<file path="src/hw/rtl/rmf_pkg.sv">
// Shared constants and types for the running median filter.
package rmf_pkg;

  localparam int MAX_HALF_WINDOW_DEF = 127;
  localparam int SAMPLE_WIDTH_DEF    = 16;
  localparam int HALF_WINDOW_RESET   = 75;
  localparam int CFG_WIDTH           = 7;

  // Per-cycle control shared by the sorted cells and the delay line.
  typedef struct packed {
    logic step;     // a word is taken this cycle
    logic restart;  // the word starts a new sequence
    logic wipe;     // the window length is rewritten
  } rmf_ctl_t;

endpackage

</file>
<file path="src/hw/rtl/rmf_cell.sv">
// One position of the sorted window: drop the oldest sample and insert the new one.
module rmf_cell import rmf_pkg::*; #(
  parameter int SAMPLE_WIDTH = SAMPLE_WIDTH_DEF
) (
  input  logic                           clk,
  input  logic                           rst_n,
  input  rmf_ctl_t                       ctl,
  input  logic                           first,
  input  logic                           last,
  input  logic signed [SAMPLE_WIDTH-1:0] sample,
  input  logic signed [SAMPLE_WIDTH-1:0] gone,
  input  logic signed [SAMPLE_WIDTH-1:0] left_val,
  input  logic                           left_lt,
  input  logic                           left_gt,
  input  logic signed [SAMPLE_WIDTH-1:0] right_val,
  input  logic                           right_gt,
  output logic signed [SAMPLE_WIDTH-1:0] val_eff,
  output logic                           lt_gone,
  output logic                           gt_new,
  output logic signed [SAMPLE_WIDTH-1:0] val_q
);

  logic signed [SAMPLE_WIDTH-1:0] val_r;
  logic signed [SAMPLE_WIDTH-1:0] val_nxt;
  logic                           before_ins;
  logic                           after_ins;

  // A restart makes the window read as zeros for this word.
  assign val_eff = ctl.restart ? '0 : val_r;
  assign lt_gone = val_eff < gone;
  assign gt_new  = val_eff > sample;
  assign val_q   = val_r;

  // Cells left of the removed entry keep their place; those to its right
  // move one place down. The new sample then goes in after every entry
  // that is not greater than it.
  always_comb begin
    before_ins = !last && (lt_gone ? !gt_new : !right_gt);
    after_ins  = !first && (left_lt ? left_gt : gt_new);
    if (before_ins) begin
      val_nxt = lt_gone ? val_eff : right_val;
    end else if (after_ins) begin
      val_nxt = left_lt ? left_val : val_eff;
    end else begin
      val_nxt = sample;
    end
  end

  always_ff @(posedge clk) begin
    if (!rst_n || ctl.wipe) begin
      val_r <= '0;
    end else if (ctl.step) begin
      val_r <= val_nxt;
    end
  end

endmodule

</file>
<file path="config.mk">
export PLATFORM = sky130hd
export DESIGN_NAME = rmf_cell
export DESIGN_NICKNAME = d
export VERILOG_FILES = /design/src/hw/rtl/rmf_pkg.sv /design/src/hw/rtl/rmf_cell.sv
export SDC_FILE = /design/constraint.sdc
export NUM_CORES = 1
export LEC_CHECK = 0
export BUFFER_PORTS_ARGS = -buffer_cell sky130_fd_sc_hd__buf_2
export CAP_MARGIN = 20
export CORE_UTILIZATION = 53
export DETAILED_ROUTE_END_ITERATION = 10
export PLACE_DENSITY = 0.91
export SKIP_CTS_REPAIR_TIMING = 1
export SLEW_MARGIN = 20
export SYNTH_ARGS = -nofsm -noshare
export SYNTH_HDL_FRONTEND = slang
export SYNTH_SLANG_ARGS = --single-unit
</file>
<file path="constraint.sdc">
create_clock -name clk -period 7.2 [get_ports clk]
set_input_delay 0.36 -clock clk [delete_from_list [all_inputs] [get_ports clk]]
set_output_delay 0.36 -clock clk [all_outputs]
set_load 0.01 [all_outputs]
</file>
==> results of run 1 <==
==> cell type report <==
type,count,area [um^2],area share
Inverter,36,135,0.0435
Clock buffer,3,41.3,0.0133
Timing Repair Buffer,107,536,0.172
Sequential cell,16,320,0.103
Multi-Input combinational cell,226,2010,0.647
Tap cell,52,65.1,0.0209
==> cell families after synthesis <==
group                      after synthesis  share of synthesized area
AOI/OAI and AO/OA                       55                      0.178
adders and majority gates               27                      0.132
DFF                                     16                      0.126
muxes                                   78                      0.315
and+or+nand+nor                         66                      0.158
buffers and inverters                   52                     0.0908
==> critical path: stages, from the launching register on <==
cell and delay (ns):
dfxtp_1 0.36, nor2b_1 0.37, ha_1 0.63, nand2_1 0.20
o21ai_1 0.12, a211oi_1 0.35, nand2_1 0.15, a211oi_1 0.25
a31o_1 0.61, nor2b_4 0.55, a221o_1 0.23
==> where the power goes <==
group | leakage (uW) | switching [uW] | internal [uW] | total (uW)
Sequential | 0.000130 | 3.34 | 92.2 | 95.6
Clock | 0.0000216 | 33.9 | 37.2 | 71.1
Combinational | 0.00160 | 65.4 | 57.9 | 123
==> path summary, 6_finish.rpt <==
kind | end | cells past startpoint | from | slack, ns
max reg2reg | val_q[10] | 10 | val_q[15] | 3.32
max | val_q[10] | 10 | val_q[15] | 3.32
min | val_q[0] | 3 | sample[0] | 0.50
min reg2reg | val_q[6] | 1 | val_q[6] | 0.52
==> metrics by stage <==
stage | power [uW] | area [um^2] | util
floorplan | 175 | 2550 | -
global placement | 213 | 3060 | 0.684
detailed placement | 217 | 3060 | 0.684
CTS | 287 | 3100 | 0.693
global route | 303 | 3110 | 0.694
finish | 290 | 3110 | 0.694
==> cells in the final DEF, fill, tap and decap left out, types with 2 or more instances in the layout <==
master,n
mux2i_1,60
nand3_1,3
nor3_1,18
nor2b_1,11
a221o_1,17
a31oi_1,3
nand3b_2,2
clkbuf_8,3
and2b_1,3
o211ai_1,2
nand2_1,9
buf_2,107
ha_1,27
mux2_2,18
a211o_1,2
o2111ai_1,2
nand2b_1,2
nand4_1,3
nor2_1,5
dfxtp_1,16
a211oi_1,3
o21a_1,2
a21oi_1,8
o21ai_0,4
and3_1,2
inv_1,35
a31o_1,2
o31ai_1,2
==> per-layer routing <==
| metal | vias up | global-route usage | part of all wire |
|---|---|---|---|
| li1 | 1287 | - | - |
| met3 | 23 | 0.0352 | 0.075 |
| met5 | - | 0 | 0 |
| met2 | 148 | 0.498 | 0.48 |
| met4 | 0 | 0.111 | 0.022 |
| met1 | 1236 | 0.377 | 0.42 |
==> results by group, run 1 <==
Outcome
  – Run status: finished, violations left
  – Failing checks: design-rule violations

Logic synthesis
  – Synth top area share: 0.236
  – Seq cells post-synth: 16
  – Cell taking the most area after synthesis: mux2i_1
  – Post-synth EDFFs: 0
  – Cell with the most instances after synthesis: mux2i_1
  – Post-synthesis sequential area ratio: 0.126
  – Synthesized instance count: approximately 300
  – Synth top area cells: mux2i_1, ha_1, dfxtp_1, mux2_2, a221o_1
  – Netlist cell types: 47
  – Top cells by count, synth: mux2i_1, inv_1, ha_1, mux2_2, nor3_1
  – Area of the mapped netlist: between 2000 and 3000 um^2
  – Async SR Flop Fraction: 0
  – Syn avg cell area: 8.67 um^2
  – Net Count, Synth: 395
  – Top FF cell, synth: dfxtp_1
  – Syn. warnings: 0

Floorplan
  – Die ar.: roughly 5100 um^2
  – Core Footprint: approximately 4500 um^2
  – Starting density of the core: 0.570
  – Die width: between 70 and 80 um
  – I/O pins: between 100 and 150
  – Row count: 24
  – Die Height: just over 70 um

Place
  – Final GP Congestion: ~0.88
  – Buffers on Ports: ~110
  – Post-placement setup slack: 3.20 ns
  – Post-DP HPWL: between 5000 and 6000 um
  – Placed Instances: 437

Detailed routing
  – Drt initial violations: 206
  – Detail Route Antenna Nets: 0
  – DR WL/cell: between 15 and 20 um
  – DR vias/cell: 6.12
  – TritonRoute pass-1 iters: 7
  – Routed WL: between 7000 and 8000 um
  – DR vias: about 2.7k
  – Drt drc: 7

Final layout
  – Area growth from synthesis to final layout: 21.8%
  – Max reg flops: 16
  – Share of cells above drive strength 1: 0.361
  – Fill cell count: 357
  – Final cell count without fillers: 440
  – Diodes inserted: 0
  – Layout Nets: about 500

Critical path
  – Data required time at the worst endpoint: approximately 7.4 ns
  – Setup crit end kind: flop
  – Crit path kind: flop to flop
  – CP max FO: 20
  – CP Launch Type: flop
  – Worst endpoint data arrival time: 4.08 ns

Pwr
  – Total leakage power: 0.00175 uW
  – Pwr dens: roughly 93 nW/um^2
  – Worst IR drop on VDD: between 0.05 and 0.06 mV

Global routing
  – First-pass GRT wire length: roughly 12,000 um
  – GR Overflow Total: 0
  – Tot GR Track Use: 0.292
  – Largest net degree at the start of global routing: 22
  – Number of global-route vias before repair: about 2.6k
  – Initial antenna violation count: 0

CTS
  – TritonCTS clock tree: built
  – Htree depth: 1
  – Longest Clk Path Bufs: 2
  – TritonCTS buffer count: 3
  – Worst-Skew Late Latency: between 0.2 and 0.3 ns
  – Worst-path clk slew: roughly 0.070 ns
  – Clock sinks: 16
  – Root Buffer Master: clkbuf_8

Min path
  – Worst hold-check path type: input pin to flop

Timing
  – Worst Skew: roughly 0.0025 ns
  – Hold Worst Slack: about 0.50 ns
  – Final setup fails: 0
  – Fin crit share: 0.539
  – Setup TNS: 0 ns
  – Max-slew headroom: 0.264
  – Slew Limit Fails: 0
  – Final critical-path required period: ~4 ns
  – Tightest Pin Transition: ~1.1 ns
  – Hold Vio Cnt, Final: 0
  – RSZ-0062 raised after global routing: false
  – Final worst-path setup slack: about 3.3 ns
  – Fmax: 257 MHz

Flow run
  – Max-Cap Viols: 0
Note: power is estimated with default switching activity, not from simulation.
==> run 2, diff against run 1 <==
- CORE_UTILIZATION: 53 -> 45
- PLACE_DENSITY: 0.91 -> 0.83
- clock period: 7.2 -> 3.2 ns (I/O delays scaled with it)
==> run 2 against run 1 <==
Final cell count up 6.8%. Largest power group unchanged. Register-to-register slack worse by 3.3 ns. Highest routed layer unchanged. Flip-flop and latch count unchanged. The flow finishes with violations (negative setup slack). Utilization down 10 points.
==> results by group, run 2 (same netlist as run 1, synthesis figures left out) <==
Pwr
  – Clock Power Share: 0.268
  – P_int: about 450 uW
  – Combinational share of power: 0.421
  – Net Sw Power: between 200 and 250 uW
  – Seq pwr share: 0.311
  – Switching Share: 0.343
  – Pwr dens: between 200 and 250 nW/um^2
  – Total leakage power: 0.00180 uW
  – Worst IR drop on VDD: 0.119 mV

Timing
  – Final critical-path required period: approximately 3.2 ns
  – Final worst-path setup slack: -0.000578 ns
  – Fmax: roughly 310 MHz
  – Worst Skew: roughly 0.0021 ns
  – Max-slew headroom: 0.483
  – Hold Vio Cnt, Final: 0
  – Slew Limit Fails: 0
  – Tightest Pin Transition: 0.775 ns
  – Fin crit share: 1.00
  – Final setup fails: 1

CTS
  – TritonCTS buffer count: 3
  – Htree depth: 1
  – Worst-Skew Late Latency: between 0.2 and 0.3 ns
  – Root Buffer Master: clkbuf_8
  – Worst-path clk slew: roughly 0.070 ns
  – Longest Clk Path Bufs: 2
  – Clock sinks: 16
  – TritonCTS clock tree: built

Final layout
  – Fill cell count: 490
  – Layout Nets: 500
  – Max reg flops: 16
  – Utilization after layout: 0.593
  – Commonest cells after routing, fill and taps aside: buf_2, mux2i_1, inv_1
  – Share of cells above drive strength 1: 0.397
  – Diodes inserted: 0
  – Final cell count without fillers: 470
  – Area growth from synthesis to final layout: 27.2%
  – Most common cell after layout, fill and taps aside: buf_2

Floorplan
  – Die ar.: about 6000 um^2
  – Die width: slightly below 80 um
  – Starting density of the core: 0.466
  – Die Height: 77.3 um
  – I/O pins: between 100 and 150
  – Row count: 27
  – Core Footprint: around 5500 um^2

Min path
  – Worst hold-check path type: input pin to flop
  – Min-Delay Endpoint: val_q[0]
  – Worst hold stages: 3
  – Hold Crit Start: sample[0]

Place
  – Post-DP HPWL: 6020 um
  – Final GP Congestion: 0.831
  – Placed Instances: around 470
  – Buffers on Ports: roughly 110
  – Post-placement setup slack: -0.0909 ns

Critical path
  – Data required time at the worst endpoint: roughly 3.3 ns
  – Setup crit end kind: flop
  – Crit path kind: flop to flop
  – Worst path max stage delay: about 0.37 ns
  – CP max-delay cell: dfxtp_1
  – CP cell instances: nor2b_2 > ha_1 > a21oi_1 > o21ai_1 > a211oi_1 > nand2_1 > a221o_1 > a31o_2 > nor2b_4 > buf_12 > a221o_1
  – Largest delay contributor family on the critical path: compound AO/OA/AOI/OAI gates
  – Reg2reg start: val_q[13]
  – CP Launch Type: flop
  – R2r endpoint: val_q[8]
  – Worst endpoint data arrival time: roughly 3.3 ns
  – Most frequent CP cell: a221o_1
  – WP depth: 11
  – CP Buf/Inv Count: 1
  – FF-to-FF path depth: 11
  – CP max FO: 16
  – R2R Setup Slk: -0.0006 ns

Detailed routing
  – Routed WL: approximately 8000 um
  – TritonRoute pass-1 iters: 4
  – Drt initial violations: 249
  – DR vias: around 2.7k
  – Detail Route Antenna Nets: 0
  – DR vias/cell: between 5 and 6
  – DR WL/cell: roughly 17 um
  – Drt drc: 0

Global routing
  – Tot GR Track Use: 0.259
  – First-pass GRT wire length: about 12,000 um
  – Largest net degree at the start of global routing: 22
  – Initial antenna violation count: 0
  – GR Overflow Total: 0
  – Number of global-route vias before repair: 2,704

Outcome
  – Run status: finished, violations left
  – Failing checks: negative setup slack

Flow run
  – Max-Cap Viols: 0
## run 2: final cells by class
type                       count  area [um^2]  area share
multi-input combinational    226         2030       0.625
inverter                      36          135      0.0417
timing repair buffer         116          616       0.190
sequential                    16          320      0.0988
tap                           72         90.1      0.0278
clock buffer                   4         55.1      0.0170
## run 2: per-stage QoR
stage          hold slack (ns)  total power [uW]  cell area, um^2  setup TNS [ns]
6_report                 0.293               692             3240       -0.000578
3_5_place_dp             0.488               499             3140           -1.04
5_1_grt                  0.319               723             3240           -1.49
2_1_floorplan            0.427               394             2550               0
4_1_cts                  0.296               682             3200           -1.31
3_3_place_gp             0.479               490             3140               0
## run 2: routing by layer
metal  part of all wire  routed length (um)  global-route usage
met4              0.020                 155              0.0906
met5                  0                   0                   0
met2               0.48                3760               0.455
met1               0.42                3310               0.320
met3              0.084                 660              0.0321
## run 2: worst min-delay path, delay by kind of cell
kind                   cells  cell delay, ns
buffers and inverters      1            0.09
multiplexers               1            0.15
AO/OA/AOI/OAI              1            0.12
## run 2: power groups by stage
stage / sequential [uW] / combinational, uW / clock (uW)
3_3_place_gp: 219 / 270 / 0
2_1_floorplan: 222 / 173 / 0
4_1_cts: 215 / 282 / 185
5_1_grt: 216 / 315 / 192
3_5_place_dp: 219 / 280 / 0
6_report: 215 / 291 / 186
## run 2: worst max path at each step
stage	end	start	slack, ns
after floorplan	val_q[10]	val_q[9]	0.11
after global placement	val_q[2]	ctl[1]	0.05
after detailed placement	val_q[8]	ctl[1]	-0.09
after CTS	val_q[8]	val_q[13]	-0.10
after global routing	val_q[8]	val_q[11]	-0.11
final	val_q[8]	val_q[13]	-0.0006
==> run 3, diff against run 2 <==
- BUFFER_PORTS_ARGS: -buffer_cell sky130_fd_sc_hd__buf_2 -> not set
- CORE_UTILIZATION: 45 -> 59
- DONT_BUFFER_PORTS: not set -> 1
- PLACE_DENSITY: 0.83 -> 0.82
==> run 3 against run 2 <==
The run now ends clean. Utilization grew 8.3 points. Final cell count shrank 25%. Hold slack lost 0.12 ns. Combinational power shrank 26%. Routed wire length shrank 10%. Critical path type unchanged. Largest power group is now sequential cells. Highest routed layer unchanged.
==> results by group, run 3 (same netlist as run 1, synthesis figures left out) <==
Pwr
  – Net Sw Power: between 200 and 250 uW
  – Worst IR drop on VDD: about 0.16 mV
  – Clock Power Share: 0.312
  – Combinational share of power: 0.339
  – Switching Share: 0.335
  – Total leakage power: 0.00140 uW
  – Pwr dens: about 230 nW/um^2
  – P_int: 419 uW
  – Seq pwr share: 0.349

Critical path
  – R2R Setup Slk: slightly below 0.2 ns
  – Worst endpoint data arrival time: 3.15 ns
  – Reg2reg start: val_q[10]
  – R2r endpoint: val_q[6]
  – Crit path kind: flop to flop
  – CP Launch Type: flop
  – CP max FO: 16
  – Setup crit end kind: flop
  – FF-to-FF path depth: 11
  – Data required time at the worst endpoint: ~3.4 ns

CTS
  – Root Buffer Master: clkbuf_8
  – Worst-path clk slew: around 0.080 ns
  – Htree depth: 1
  – TritonCTS clock tree: built
  – Longest Clk Path Bufs: 2
  – Worst-Skew Late Latency: between 0.2 and 0.3 ns
  – TritonCTS buffer count: 3
  – Clock sinks: 16

Timing
  – Tightest Pin Transition: 0.778 ns
  – Fmax: about 330 MHz
  – Final worst-path setup slack: between 0.15 and 0.2 ns
  – Fin crit share: 0.939
  – Worst Skew: approximately 0.0068 ns
  – Slew Limit Fails: 0
  – RSZ-0062 raised after global routing: false
  – Max-slew headroom: 0.481
  – Final critical-path required period: ~3.0 ns
  – Setup TNS: 0 ns
  – Hold Vio Cnt, Final: 0
  – Final setup fails: 0

Floorplan
  – I/O pins: between 100 and 150
  – Die width: 67.7 um
  – Die Height: around 68 um
  – Row count: 23
  – Die ar.: 4590 um^2
  – Core Footprint: approximately 4000 um^2
  – Starting density of the core: 0.624

Final layout
  – Most common cell after layout, fill and taps aside: mux2i_1
  – Diodes inserted: 0
  – Share of cells above drive strength 1: 0.185
  – Area growth from synthesis to final layout: 8.19%
  – Fill cell count: roughly 340
  – Layout Nets: between 400 and 500
  – Utilization after layout: 0.675
  – Max reg flops: 16
  – Commonest cells after routing, fill and taps aside: mux2i_1, inv_1, ha_1

Outcome
  – Run status: finished, final reports clean

Detailed routing
  – Detail Route Antenna Nets: 0
  – DR vias/cell: 6.64
  – Drt initial violations: ~170
  – DR WL/cell: approximately 20 um
  – Drt drc: 0
  – TritonRoute pass-1 iters: 4
  – Routed WL: 7080 um
  – DR vias: approximately 2.3k

Global routing
  – First-pass GRT wire length: between 10,000 and 15,000 um
  – Tot GR Track Use: 0.318
  – GR Overflow Total: 0
  – Largest net degree at the start of global routing: 22
  – Number of global-route vias before repair: roughly 2.3k
  – Initial antenna violation count: 0

Min path
  – Worst hold stages: 2
  – Hold Crit Start: sample[1]
  – Worst hold-check path type: input pin to flop
  – Min-Delay Endpoint: val_q[1]

Place
  – Buffers on Ports: 0
  – Post-placement setup slack: 0.102 ns
  – Final GP Congestion: between 0.8 and 0.9
  – Post-DP HPWL: about 5400 um

Flow run
  – Max-Cap Viols: 0
## run 3: cell count changes in the layout (fill, tap and decap cells not counted), sizes merged
| cell | delta |
|---|---|
| buf | -96 |
## run 3: power groups by stage
stage | sequential (uW) | clock [uW] | combinational, uW
floorplan | 222 | 0 | 173
finish | 220 | 197 | 214
CTS | 220 | 194 | 208
detailed placement | 224 | 0 | 207
global placement | 224 | 0 | 201
global route | 221 | 203 | 233
## run 3: critical path: stages (launching register included)
cell and delay [ns]:
dfxtp_1 0.43, and2b_1 0.33, ha_1 0.31, nand4_1 0.21, inv_1 0.08, a211oi_2 0.27, nand2_1 0.14, a221o_1 0.32
a31o_1 0.22, nor2b_4 0.14, buf_12 0.17, a221o_1 0.29
## run 3: final cells by class
cell class                      count  area [um^2]  share of cell area
Tap cell                           50         62.6              0.0227
Multi-Input combinational cell    226         2020               0.733
Inverter                           36          135              0.0490
Clock buffer                        4         55.1              0.0200
Sequential cell                    16          320               0.116
Timing Repair Buffer               20          163              0.0590
## run 3: worst max path at each step
stage | start | end | slack [ns] | depth (start not counted)
2_1_floorplan | val_q[9] | val_q[10] | 0.11 | 13
3_3_place_gp | val_q[7] | val_q[6] | 0.26 | 10
3_5_place_dp | val_q[13] | val_q[11] | 0.10 | 10
4_1_cts | val_q[13] | val_q[11] | 0.07 | 10
5_1_grt | val_q[3] | val_q[1] | 0.02 | 9
6_report | val_q[10] | val_q[6] | 0.20 | 11
## run 3: per-layer routing
metal,share of wire,GRT usage
met5,0,0
met4,0.013,0.0824
met3,0.082,0.0557
met2,0.49,0.575
met1,0.42,0.380
## run 3: through the flow
stage	hold slack [ns]	instances	power [uW]	cell area [um^2]
final	0.174	352	631	2760
after global placement	0.431	347	425	2660
after detailed placement	0.447	347	431	2660
after floorplan	0.427	294	394	2550
after global routing	0.196	352	657	2760
after CTS	0.179	351	622	2720
